--- config.mk ---
export PLATFORM = sky130hd
export DESIGN_NAME = anisotropic_life_cell_rule
export DESIGN_NICKNAME = d
export VERILOG_FILES = /design/src/design/alcr_pkg.sv /design/src/design/anisotropic_life_cell_rule.sv /design/src/design/alcr_regs.sv /design/src/design/alcr_mul.sv /design/src/design/alcr_core.sv
export SDC_FILE = /design/constraint.sdc
export NUM_CORES = 2
export LEC_CHECK = 0
export BUFFER_PORTS_ARGS = -buffer_cell sky130_fd_sc_hd__buf_2
export CAP_MARGIN = 10
export CORE_MARGIN = 3
export CORE_UTILIZATION = 30
export CTS_BUF_LIST = sky130_fd_sc_hd__clkbuf_8
export DETAILED_ROUTE_END_ITERATION = 10
export HOLD_SLACK_MARGIN = 0.08
export RECOVER_POWER = 100
export REMOVE_ABC_BUFFERS = 1
export SETUP_SLACK_MARGIN = 0.02
export SYNTH_ARGS = -nofsm -noshare
export SYNTH_HDL_FRONTEND = slang
export SYNTH_SLANG_ARGS = --single-unit
--- constraint.sdc ---
create_clock -name clk -period 26 [get_ports clk]
set_input_delay 1.3 -clock clk [delete_from_list [all_inputs] [get_ports clk]]
set_output_delay 1.3 -clock clk [all_outputs]
set_load 0.02 [all_outputs]
--- src/design/alcr_pkg.sv ---
// Package with the shared types, constants and the alignment weight function of the anisotropic life cell rule.
package alcr_pkg;

    localparam int ADDR_W = 5;
    localparam int DATA_W = 32;

    localparam logic [2:0] REG_BORN_SET         = 3'd0;
    localparam logic [2:0] REG_KEEP_SET         = 3'd1;
    localparam logic [2:0] REG_SKEW_MIX         = 3'd2;
    localparam logic [2:0] REG_AXIS_GAIN        = 3'd3;
    localparam logic [2:0] REG_REFRACTORY_TICKS = 3'd4;
    localparam logic [2:0] REG_NOISE_THRESHOLD  = 3'd5;
    localparam logic [2:0] REG_LAYER_ENABLES    = 3'd6;
    localparam logic [2:0] REG_THRESHOLD_BIAS   = 3'd7;

    localparam int LAYER_ANISO = 0;
    localparam int LAYER_BIAS  = 1;
    localparam int LAYER_REFR  = 2;
    localparam int LAYER_NOISE = 3;

    localparam logic [7:0] NEUTRAL_WEIGHT = 8'd128;
    localparam logic [7:0] FULL_WEIGHT    = 8'd255;

    localparam logic [63:0] MIX_GOLDEN = 64'h9E3779B97F4A7C15;
    localparam logic [63:0] MIX_C1     = 64'hBF58476D1CE4E5B9;
    localparam logic [63:0] MIX_C2     = 64'h94D049BB133111EB;

    typedef struct packed {
        logic [7:0] born_set;
        logic [7:0] keep_set;
        logic [7:0] skew_mix;
        logic [7:0] axis_gain;
        logic [2:0] refractory_ticks;
        logic [7:0] noise_threshold;
        logic [3:0] layer_enables;
        logic [3:0] threshold_bias;
    } cfg_t;

    typedef struct packed {
        logic       cell_alive;
        logic [7:0] neighbour_alive;
        logic [2:0] orientation;
        logic [2:0] refractory_age;
    } cell_in_t;

    typedef struct packed {
        logic       next_alive;
        logic [2:0] next_refractory_age;
    } cell_out_t;

    // Alignment weight of a neighbor direction against the cell orientation.
    function automatic logic [4:0] align_weight(input logic [2:0] orient, input logic [2:0] dir);
        logic [1:0] diff;
        diff = dir[1:0] - orient[1:0];
        case (diff)
            2'd0:    align_weight = 5'd16;
            2'd2:    align_weight = 5'd0;
            default: align_weight = 5'd8;
        endcase
    endfunction

endpackage

--- src/design/anisotropic_life_cell_rule.sv ---
// Top level of the anisotropic life cell rule: register file, shared multiplier and sequencer.
// One cell item is evaluated at a time and cell_ready is high only while the sequencer is idle.
// A cell held in its refractory period goes from acceptance straight to the result step. Any
// other cell computes the eight neighbor weights on the shared 32 by 32 multiplier, then a setup
// step, the weighted count division when the weight total is nonzero, the anisotropy blend (two
// products and a step that sums them and divides by 255 with shifts and adds), an evaluation
// step, active noise (two 64-bit splitmix products built from three partial products each) and
// the result step. cell_ready returns in the cycle after the result is loaded. A finished result
// waits in an output register, and the next item is taken while that result is still pending.
module anisotropic_life_cell_rule
    import alcr_pkg::*;
(
    input  logic              clk,
    input  logic              rst_n,
    input  logic              cell_valid,
    output logic              cell_ready,
    input  cell_in_t          cell_data,
    output logic              result_valid,
    input  logic              result_ready,
    output cell_out_t         result,
    input  logic              psel,
    input  logic              penable,
    input  logic              pwrite,
    input  logic [ADDR_W-1:0] paddr,
    input  logic [DATA_W-1:0] pwdata,
    output logic [DATA_W-1:0] prdata,
    output logic              pready
);

    cfg_t        cfg;
    logic [31:0] mul_a;
    logic [31:0] mul_b;
    logic [63:0] mul_p;

    alcr_regs u_regs (
        .clk     (clk),
        .rst_n   (rst_n),
        .psel    (psel),
        .penable (penable),
        .pwrite  (pwrite),
        .paddr   (paddr),
        .pwdata  (pwdata),
        .prdata  (prdata),
        .pready  (pready),
        .cfg     (cfg)
    );

    alcr_mul u_mul (
        .clk (clk),
        .a   (mul_a),
        .b   (mul_b),
        .p   (mul_p)
    );

    alcr_core u_core (
        .clk          (clk),
        .rst_n        (rst_n),
        .cfg          (cfg),
        .cell_valid   (cell_valid),
        .cell_ready   (cell_ready),
        .cell_data    (cell_data),
        .result_valid (result_valid),
        .result_ready (result_ready),
        .result       (result),
        .mul_a        (mul_a),
        .mul_b        (mul_b),
        .mul_p        (mul_p)
    );

endmodule

--- src/design/alcr_regs.sv ---
// Configuration register file with its APB-style access port.
module alcr_regs
    import alcr_pkg::*;
(
    input  logic              clk,
    input  logic              rst_n,
    input  logic              psel,
    input  logic              penable,
    input  logic              pwrite,
    input  logic [ADDR_W-1:0] paddr,
    input  logic [DATA_W-1:0] pwdata,
    output logic [DATA_W-1:0] prdata,
    output logic              pready,
    output cfg_t              cfg
);

    cfg_t       cfg_reg;
    logic [2:0] index;
    logic       wr_en;

    assign index  = paddr[ADDR_W-1:2];
    assign wr_en  = psel && penable && pwrite;
    assign pready = 1'b1;
    assign cfg    = cfg_reg;

    always_ff @(posedge clk or negedge rst_n)
    begin
        if (!rst_n)
        begin
            cfg_reg.born_set         <= 8'd8;
            cfg_reg.keep_set         <= 8'd12;
            cfg_reg.skew_mix         <= 8'd0;
            cfg_reg.axis_gain        <= 8'd128;
            cfg_reg.refractory_ticks <= 3'd0;
            cfg_reg.noise_threshold  <= 8'd0;
            cfg_reg.layer_enables    <= 4'd15;
            cfg_reg.threshold_bias   <= 4'd8;
        end
        else if (wr_en)
        begin
            case (index)
                REG_BORN_SET:         cfg_reg.born_set         <= pwdata[7:0];
                REG_KEEP_SET:         cfg_reg.keep_set         <= pwdata[7:0];
                REG_SKEW_MIX:         cfg_reg.skew_mix         <= pwdata[7:0];
                REG_AXIS_GAIN:        cfg_reg.axis_gain        <= pwdata[7:0];
                REG_REFRACTORY_TICKS: cfg_reg.refractory_ticks <= pwdata[2:0];
                REG_NOISE_THRESHOLD:  cfg_reg.noise_threshold  <= pwdata[7:0];
                REG_LAYER_ENABLES:    cfg_reg.layer_enables    <= pwdata[3:0];
                REG_THRESHOLD_BIAS:   cfg_reg.threshold_bias   <= pwdata[3:0];
                default:              ;
            endcase
        end
    end

    always_comb
    begin
        prdata = '0;
        case (index)
            REG_BORN_SET:         prdata[7:0] = cfg_reg.born_set;
            REG_KEEP_SET:         prdata[7:0] = cfg_reg.keep_set;
            REG_SKEW_MIX:         prdata[7:0] = cfg_reg.skew_mix;
            REG_AXIS_GAIN:        prdata[7:0] = cfg_reg.axis_gain;
            REG_REFRACTORY_TICKS: prdata[2:0] = cfg_reg.refractory_ticks;
            REG_NOISE_THRESHOLD:  prdata[7:0] = cfg_reg.noise_threshold;
            REG_LAYER_ENABLES:    prdata[3:0] = cfg_reg.layer_enables;
            REG_THRESHOLD_BIAS:   prdata[3:0] = cfg_reg.threshold_bias;
            default:              prdata = '0;
        endcase
    end

endmodule

--- src/design/alcr_mul.sv ---
// Shared 32 by 32 bit multiplier with a registered product.
module alcr_mul
    import alcr_pkg::*;
(
    input  logic        clk,
    input  logic [31:0] a,
    input  logic [31:0] b,
    output logic [63:0] p
);

    logic [63:0] p_reg;

    always_ff @(posedge clk)
    begin
        p_reg <= {32'd0, a} * {32'd0, b};
    end

    assign p = p_reg;

endmodule

--- src/design/alcr_core.sv ---
// Sequencer and datapath that evaluate one cell over many cycles on the shared multiplier.
module alcr_core
    import alcr_pkg::*;
(
    input  logic        clk,
    input  logic        rst_n,
    input  cfg_t        cfg,
    input  logic        cell_valid,
    output logic        cell_ready,
    input  cell_in_t    cell_data,
    output logic        result_valid,
    input  logic        result_ready,
    output cell_out_t   result,
    output logic [31:0] mul_a,
    output logic [31:0] mul_b,
    input  logic [63:0] mul_p
);

    localparam logic [3:0] S_IDLE = 4'd0;
    localparam logic [3:0] S_DMUL = 4'd1;
    localparam logic [3:0] S_DACC = 4'd2;
    localparam logic [3:0] S_D1S  = 4'd3;
    localparam logic [3:0] S_DIV  = 4'd4;
    localparam logic [3:0] S_MA   = 4'd5;
    localparam logic [3:0] S_MB   = 4'd6;
    localparam logic [3:0] S_ADD  = 4'd7;
    localparam logic [3:0] S_EVAL = 4'd8;
    localparam logic [3:0] S_MX0  = 4'd9;
    localparam logic [3:0] S_MX1  = 4'd10;
    localparam logic [3:0] S_MX2  = 4'd11;
    localparam logic [3:0] S_MX3  = 4'd12;
    localparam logic [3:0] S_MXE  = 4'd13;
    localparam logic [3:0] S_FIN  = 4'd14;

    logic [3:0]  state_reg, state_next;
    logic [2:0]  dir_reg, dir_next;
    logic [2:0]  it_reg, it_next;
    logic        alive_reg, alive_next;
    logic [7:0]  nb_reg, nb_next;
    logic [2:0]  orient_reg, orient_next;
    logic [2:0]  age_reg, age_next;
    logic        hold_reg, hold_next;
    logic [3:0]  cnt_reg, cnt_next;
    logic [7:0]  wsum_reg, wsum_next;
    logic [7:0]  tot_reg, tot_next;
    logic [7:0]  rem_reg, rem_next;
    logic [7:0]  dq_reg, dq_next;
    logic [7:0]  dvs_reg, dvs_next;
    logic [7:0]  w16_reg, w16_next;
    logic [7:0]  blend_reg, blend_next;
    logic [63:0] acc_reg, acc_next;
    logic [63:0] x_reg, x_next;
    logic        mph_reg, mph_next;
    logic        fin_alive_reg, fin_alive_next;
    logic [63:0] rng_reg, rng_next;
    logic        out_valid_reg, out_valid_next;
    cell_out_t   out_data_reg, out_data_next;

    logic        aniso_on, bias_on, refr_on, noise_act;
    logic [7:0]  weight;
    logic [4:0]  scale;
    logic [7:0]  raw16;
    logic [8:0]  div_rs;
    logic        div_ge;
    logic [8:0]  div_sub;
    logic [7:0]  div_rem;
    logic [7:0]  div_q;
    logic [15:0] numer;
    logic [16:0] q255;
    logic [8:0]  rounded;
    logic [4:0]  offs;
    logic [2:0]  idx;
    logic        rule_bit;
    logic [63:0] rng_adv;
    logic [63:0] mix_c;
    logic [63:0] mix_z;
    logic [2:0]  fin_age;

    assign aniso_on  = cfg.layer_enables[LAYER_ANISO];
    assign bias_on   = cfg.layer_enables[LAYER_BIAS];
    assign refr_on   = cfg.layer_enables[LAYER_REFR];
    assign noise_act = cfg.layer_enables[LAYER_NOISE] && (cfg.noise_threshold != 8'd0);

    assign cell_ready   = (state_reg == S_IDLE);
    assign result_valid = out_valid_reg;
    assign result       = out_data_reg;

    assign raw16 = {cnt_reg, 4'd0};

    always_comb
    begin
        if (!bias_on)
        begin
            weight = NEUTRAL_WEIGHT;
        end
        else if (dir_reg[0] == 1'b0)
        begin
            weight = cfg.axis_gain;
        end
        else
        begin
            weight = FULL_WEIGHT - cfg.axis_gain;
        end
    end

    assign scale = mul_p[11:7];

    // One restoring division step: one quotient bit per cycle.
    assign div_rs  = {rem_reg, dq_reg[7]};
    assign div_ge  = div_rs >= {1'b0, dvs_reg};
    assign div_sub = div_rs - {1'b0, dvs_reg};
    assign div_rem = div_ge ? div_sub[7:0] : div_rs[7:0];
    assign div_q   = {dq_reg[6:0], div_ge};

    assign numer   = acc_reg[15:0] + mul_p[15:0];
    // Division by 255 as (n + n/256 + 1) / 256, which is exact over the blend range.
    assign q255    = {1'b0, numer} + {9'd0, numer[15:8]} + 17'd1;
    assign rounded = ({1'b0, blend_reg} + 9'd8) >> 4;
    assign offs    = {1'b0, rounded[3:0]} + {1'b0, cfg.threshold_bias};

    always_comb
    begin
        if (offs < 5'd8)
        begin
            idx = 3'd0;
        end
        else if (offs >= 5'd15)
        begin
            idx = 3'd7;
        end
        else
        begin
            idx = offs[2:0];
        end
    end

    assign rule_bit = alive_reg ? cfg.keep_set[idx] : cfg.born_set[idx];
    assign rng_adv  = rng_reg + MIX_GOLDEN;
    assign mix_c    = mph_reg ? MIX_C2 : MIX_C1;
    assign mix_z    = acc_reg ^ (acc_reg >> 31);

    always_comb
    begin
        if (hold_reg)
        begin
            fin_age = age_reg - 3'd1;
        end
        else if (refr_on && alive_reg && !fin_alive_reg)
        begin
            fin_age = cfg.refractory_ticks;
        end
        else
        begin
            fin_age = 3'd0;
        end
    end

    always_comb
    begin
        state_next     = state_reg;
        dir_next       = dir_reg;
        it_next        = it_reg;
        alive_next     = alive_reg;
        nb_next        = nb_reg;
        orient_next    = orient_reg;
        age_next       = age_reg;
        hold_next      = hold_reg;
        cnt_next       = cnt_reg;
        wsum_next      = wsum_reg;
        tot_next       = tot_reg;
        rem_next       = rem_reg;
        dq_next        = dq_reg;
        dvs_next       = dvs_reg;
        w16_next       = w16_reg;
        blend_next     = blend_reg;
        acc_next       = acc_reg;
        x_next         = x_reg;
        mph_next       = mph_reg;
        fin_alive_next = fin_alive_reg;
        rng_next       = rng_reg;
        out_valid_next = out_valid_reg;
        out_data_next  = out_data_reg;
        mul_a          = 32'd0;
        mul_b          = 32'd0;

        if (out_valid_reg && result_ready)
        begin
            out_valid_next = 1'b0;
        end

        case (state_reg)
            S_IDLE:
            begin
                if (cell_valid)
                begin
                    alive_next  = cell_data.cell_alive;
                    nb_next     = cell_data.neighbour_alive;
                    orient_next = cell_data.orientation;
                    age_next    = cell_data.refractory_age;
                    dir_next    = 3'd0;
                    cnt_next    = 4'd0;
                    wsum_next   = 8'd0;
                    tot_next    = 8'd0;
                    if (refr_on && (cell_data.refractory_age != 3'd0))
                    begin
                        hold_next      = 1'b1;
                        fin_alive_next = 1'b0;
                        state_next     = S_FIN;
                    end
                    else
                    begin
                        hold_next  = 1'b0;
                        state_next = S_DMUL;
                    end
                end
            end
            S_DMUL:
            begin
                mul_a      = {27'd0, align_weight(orient_reg, dir_reg)};
                mul_b      = {24'd0, weight};
                state_next = S_DACC;
            end
            S_DACC:
            begin
                tot_next = tot_reg + {3'd0, scale};
                if (nb_reg[dir_reg])
                begin
                    wsum_next = wsum_reg + {3'd0, scale};
                    cnt_next  = cnt_reg + 4'd1;
                end
                dir_next = dir_reg + 3'd1;
                if (dir_reg == 3'd7)
                begin
                    state_next = S_D1S;
                end
                else
                begin
                    state_next = S_DMUL;
                end
            end
            S_D1S:
            begin
                // The dividend is the weighted sum times 128.
                rem_next  = {1'b0, wsum_reg[7:1]};
                dq_next   = {wsum_reg[0], 7'd0};
                dvs_next  = tot_reg;
                it_next   = 3'd0;
                w16_next  = 8'd0;
                if (tot_reg != 8'd0)
                begin
                    state_next = S_DIV;
                end
                else if (aniso_on)
                begin
                    state_next = S_MA;
                end
                else
                begin
                    blend_next = raw16;
                    state_next = S_EVAL;
                end
            end
            S_DIV:
            begin
                rem_next = div_rem;
                dq_next  = div_q;
                it_next  = it_reg + 3'd1;
                if (it_reg == 3'd7)
                begin
                    if (aniso_on)
                    begin
                        w16_next   = div_q;
                        state_next = S_MA;
                    end
                    else
                    begin
                        blend_next = raw16;
                        state_next = S_EVAL;
                    end
                end
            end
            S_MA:
            begin
                mul_a      = {24'd0, raw16};
                mul_b      = {24'd0, FULL_WEIGHT - cfg.skew_mix};
                state_next = S_MB;
            end
            S_MB:
            begin
                mul_a      = {24'd0, w16_reg};
                mul_b      = {24'd0, cfg.skew_mix};
                acc_next   = mul_p;
                state_next = S_ADD;
            end
            S_ADD:
            begin
                blend_next = q255[15:8];
                state_next = S_EVAL;
            end
            S_EVAL:
            begin
                fin_alive_next = rule_bit;
                if (noise_act)
                begin
                    rng_next   = rng_adv;
                    x_next     = rng_adv ^ (rng_adv >> 30);
                    mph_next   = 1'b0;
                    state_next = S_MX0;
                end
                else
                begin
                    state_next = S_FIN;
                end
            end
            S_MX0:
            begin
                mul_a      = x_reg[31:0];
                mul_b      = mix_c[31:0];
                state_next = S_MX1;
            end
            S_MX1:
            begin
                mul_a      = x_reg[63:32];
                mul_b      = mix_c[31:0];
                acc_next   = mul_p;
                state_next = S_MX2;
            end
            S_MX2:
            begin
                mul_a           = x_reg[31:0];
                mul_b           = mix_c[63:32];
                acc_next[63:32] = acc_reg[63:32] + mul_p[31:0];
                state_next      = S_MX3;
            end
            S_MX3:
            begin
                acc_next[63:32] = acc_reg[63:32] + mul_p[31:0];
                state_next      = S_MXE;
            end
            S_MXE:
            begin
                if (!mph_reg)
                begin
                    x_next     = acc_reg ^ (acc_reg >> 27);
                    mph_next   = 1'b1;
                    state_next = S_MX0;
                end
                else
                begin
                    if (mix_z[15:0] < {8'd0, cfg.noise_threshold})
                    begin
                        fin_alive_next = !fin_alive_reg;
                    end
                    state_next = S_FIN;
                end
            end
            S_FIN:
            begin
                if (!out_valid_reg || result_ready)
                begin
                    out_valid_next                    = 1'b1;
                    out_data_next.next_alive          = fin_alive_reg;
                    out_data_next.next_refractory_age = fin_age;
                    state_next                        = S_IDLE;
                end
            end
            default:
            begin
                state_next = S_IDLE;
            end
        endcase
    end

    always_ff @(posedge clk or negedge rst_n)
    begin
        if (!rst_n)
        begin
            state_reg     <= S_IDLE;
            rng_reg       <= 64'd0;
            out_valid_reg <= 1'b0;
        end
        else
        begin
            state_reg     <= state_next;
            rng_reg       <= rng_next;
            out_valid_reg <= out_valid_next;
        end
    end

    always_ff @(posedge clk)
    begin
        dir_reg       <= dir_next;
        it_reg        <= it_next;
        alive_reg     <= alive_next;
        nb_reg        <= nb_next;
        orient_reg    <= orient_next;
        age_reg       <= age_next;
        hold_reg      <= hold_next;
        cnt_reg       <= cnt_next;
        wsum_reg      <= wsum_next;
        tot_reg       <= tot_next;
        rem_reg       <= rem_next;
        dq_reg        <= dq_next;
        dvs_reg       <= dvs_next;
        w16_reg       <= w16_next;
        blend_reg     <= blend_next;
        acc_reg       <= acc_next;
        x_reg         <= x_next;
        mph_reg       <= mph_next;
        fin_alive_reg <= fin_alive_next;
        out_data_reg  <= out_data_next;
    end

    // The generator only advances when a cell is evaluated with noise active.
    assert property (@(posedge clk) disable iff (!rst_n)
        (state_reg != S_EVAL) |=> $stable(rng_reg))
        else $error("noise generator changed outside evaluation");

    // A cell held in its refractory period goes straight to the result stage, dead.
    assert property (@(posedge clk) disable iff (!rst_n)
        (cell_valid && cell_ready && refr_on && (cell_data.refractory_age != 3'd0))
        |=> (state_reg == S_FIN) && !fin_alive_reg && hold_reg)
        else $error("refractory hold not taken");

    // The blended count never exceeds eight sixteenths units times sixteen.
    assert property (@(posedge clk) disable iff (!rst_n)
        (state_reg == S_EVAL) |-> (blend_reg <= 8'd128))
        else $error("blended count out of range");

    // A finished result waits while the output register is still full.
    assert property (@(posedge clk) disable iff (!rst_n)
        (state_reg == S_FIN) && out_valid_reg && !result_ready |=> (state_reg == S_FIN))
        else $error("result overwrote a pending item");

endmodule

==> summary.md <==
| Metric | Value |
|---|---|
| Vias in the first global route | `38,965` |
| Count of final hold-check violations | `0` |
| Number of routed nets with antenna violations | `0` |
| Initial antenna violation count | `1` |
| Overall routing resource usage | `a little under a fifth` |
| Period utilization | `51.4%` |
| Overall die area | `between 150,000 and 200,000 µm²` |
| Cell with the largest stage delay on the worst path | `clkbuf_1` |
| Number of nets in the finished design | `~6,600` |
| Crit Reg-Reg Startpoint | `u_core.state_reg[3]$_DFFE_PN0P_` |
| Global placement routability congestion | `0.983` |
| Root Driver | `clkbuf_8` |
| Worst endpoint data arrival time | `~14 ns` |
| Required time of the critical path | `26.55 ns` |
| Routed WL per cell | `22.0 µm` |
| Number of buffers created by CTS | `72` |
| CTS tree | `yes` |
| Fraction of final layout cells with drive strength greater than 1 | `between 5 and 6%` |
| Pin count of the biggest net entering global routing | `67` |
| Yosys Warn Count | `0` |
| Detailed Place HPWL | `139,000 µm` |
| Violated checks | `capacitance limit, slew limit` |
| Worst stage delay on the critical path | `1.99 ns` |
| Post-Syn Area per Cell | `9.75 µm²` |
| Clock Latency Late Sink | `0.71 ns` |
| Total area of sequential cells | `10,700 µm²` |
| Top Ports | `98` |
| Count of pins over their slew limit | `about 500` |
| Post-cts repair resize count | `0` |
| Total negative slack | `0 ns` |
| Number of design-rule violations left by the first detailed-router iteration | `3,452` |
| Post-synth EDFFs | `212` |
| Hold buffer count at cts | `0` |
| Placeable core region | `170,000 µm²` |
| Synth cell types | `101` |
| DRC viols | `0` |
| Dominant cell type by count on the critical path | `inv_1` |
| Most used flip-flop cell after synthesis | `edfxtp_1` |
| Hold Crit Start | `u_mul.p[30]$_DFF_P_` |
| Worst-path maximum fanout | `60` |
| Vias per Instance | `5.01` |
| DR pass1 iterations | `6` |
| MaxCap Viol Count | `10` |
| Async set or reset register ratio after synthesis | `30.3%` |
| Post-synth top area share | `32.4%` |
| Achievable frequency | `74.8 MHz` |
| GRT Residual Overflow | `0` |
| CTS max path bufs | `3` |
| Total Wirelength | `167,000 µm` |
| Top cells by area in the synthesized netlist | `fa_1, edfxtp_1, ha_1, inv_1, dfrtp_1` |
| Tightest slew margin relative to the limit | `-149%` |
| Cell type with the largest total area after synthesis | `fa_1` |
| Row cnt | `151` |
| Nature of the critical path endpoint | `register` |
| CTS H-tree depth | `3` |
| Crit Path Class | `reg -> reg` |
| Layout area overhead | `7.92%` |
| Minimum clock period after layout | `13.37 ns` |
| Vias post-DR | `37,874` |
| Part of the Yosys area used for sequential elements | `20.7%` |
| Setup repair bufs after CTS | `0` |
| Number of flip-flops and latches in the synthesized netlist | `396` |
| Clock net sink count | `slightly below 400` |
| Die boundary width | `421 µm` |
| Synthesized instance count | `about 5,300` |
| Setup-violating endpoint count in the final report | `0` |
| Most frequent cell after synthesis | `inv_1` |
| Transition time at the pin with the least slew margin | `3.73 ns` |
| Number of inserted filler cells in the final layout | `17,511` |
| Post-Syn Area | `approximately 52,000 µm²` |
| Outcome | `finished, violations left` |
| Starting density of the core | `30.3%` |
| Final Skew | `0.0624 ns` |
| Die height | `421 µm` |
| Launch point of the critical path | `u_core.state_reg[3]$_DFFE_PN0P_` |
| List of most frequent post-synthesis cells | `inv_1, fa_1, nor2_1` |
| Crit path launch type | `register` |
| Count of input and output buffers | `45` |
| Global-route wire length before repair | `251,000 µm` |
| Worst-path clk slew | `roughly 0.06 ns` |
| Combined area of the multi-input logic cells | `36,200 µm²` |
| Unrepaired setup endpoints after global routing | `false` |
| Worst min path class | `reg -> reg` |
==> cell usage in the layout, fill, tap and decap left out, types with 27 or more instances in the layout <==
master	synthesis	routed
dfxtp_1	64	64
mux2_2	53	50
clkbuf_8	0	87
dfrtp_1	111	111
buf_2	6	27
o21ai_0	158	164
a22o_1	30	30
a21oi_1	176	174
ha_1	414	414
fa_1	834	834
nor2b_1	27	27
nand3_1	51	51
nand2_1	410	407
edfxtp_1	212	212
nor3_1	73	72
a22oi_1	38	38
clkbuf_1	169	33
a21o_1	67	67
mux2i_1	28	28
nand2b_1	33	33
xor2_1	159	159
inv_1	1040	1065
nand4_1	30	30
conb_1	2	27
nor2_1	510	504
buf_4	25	54
xnor2_1	171	171
==> cells by family (layout without fill, tap and decap cells) <==
group	count (synthesis)	in the layout	share of synthesized area, %
and+or+nand+nor	1274	1274	10.9
DFF	396	396	20.7
AOI/OAI and AO/OA	682	682	8.75
xor gates and xnor gates	338	338	5.96
adders and majority gates	1248	1248	42.4
other	2	29	0.0146
buffers and inverters	1261	1292	9.37
muxes	87	87	1.96
==> stage by stage <==
| step | instance area, µm² | instances | hold slack [ns] | setup WS (ns) | util (%) |
|---|---|---|---|---|---|
| floorplan | 50800 | 5096 | 0.415 | 15.71 | - |
| global placement | 54400 | 7428 | 0.438 | 14.45 | 32.0 |
| detailed placement | 54400 | 7428 | 0.428 | 14.55 | 32.0 |
| CTS | 55800 | 7562 | 0.443 | 14.51 | 32.8 |
| global route | 55700 | 7563 | 0.462 | 12.10 | 32.7 |
| finish | 55700 | 7564 | 0.442 | 12.63 | 32.7 |
==> per-layer routing <==
layer | vias to the layer above | track usage (%) | share of wire [%] | routed length [µm]
li1 | 16755 | - | - | -
met1 | 19137 | 26.4 | 43 | 71200
met2 | 1679 | 29.4 | 44 | 74100
met3 | 303 | 3.15 | 8.3 | 13900
met4 | 0 | 7.31 | 4.4 | 7390
met5 | - | 0 | 0 | 0
==> path summary, 6_finish.rpt <==
check / endpoint / slack, ns / cells after the start
min in group asynchronous: u_core.rng_reg[0]$_DFFE_PN0P_ / 1.75 / 1
max in group asynchronous: u_regs.cfg[2]$_DFFE_PN0P_ / 19.55 / 2
worst max-delay path: u_mul.p[63]$_DFF_P_ / 12.63 / 31
worst min register to register: u_core.acc_reg[30]$_DFFE_PP_ / 0.44 / 0
worst min-delay path: u_core.acc_reg[30]$_DFFE_PP_ / 0.44 / 0
worst max register to register: u_mul.p[63]$_DFF_P_ / 12.63 / 31
==> worst max-delay path: cells and delay by family, from the launching register on <==
kind	cells	cell delay, ns
fa+ha+maj	9	4.06
buf+inv	9	3.60
compound gates	10	3.49
simple gates	3	1.38
flops	1	0.67
==> cell type report <==
type	instances	area share (%)
well taps	2218	4.99
flip-flops and latches	396	19.2
multi-input cells	3656	65.0
clock buffers	87	2.15
clock inverters	47	0.504
inverters	1044	7.04
repair buffers	114	1.19
diodes	2	0.00899
Power is left out: the tool's default activity adds up to more than one toggle a clock period on the data nets, which glitch-free logic cannot reach.
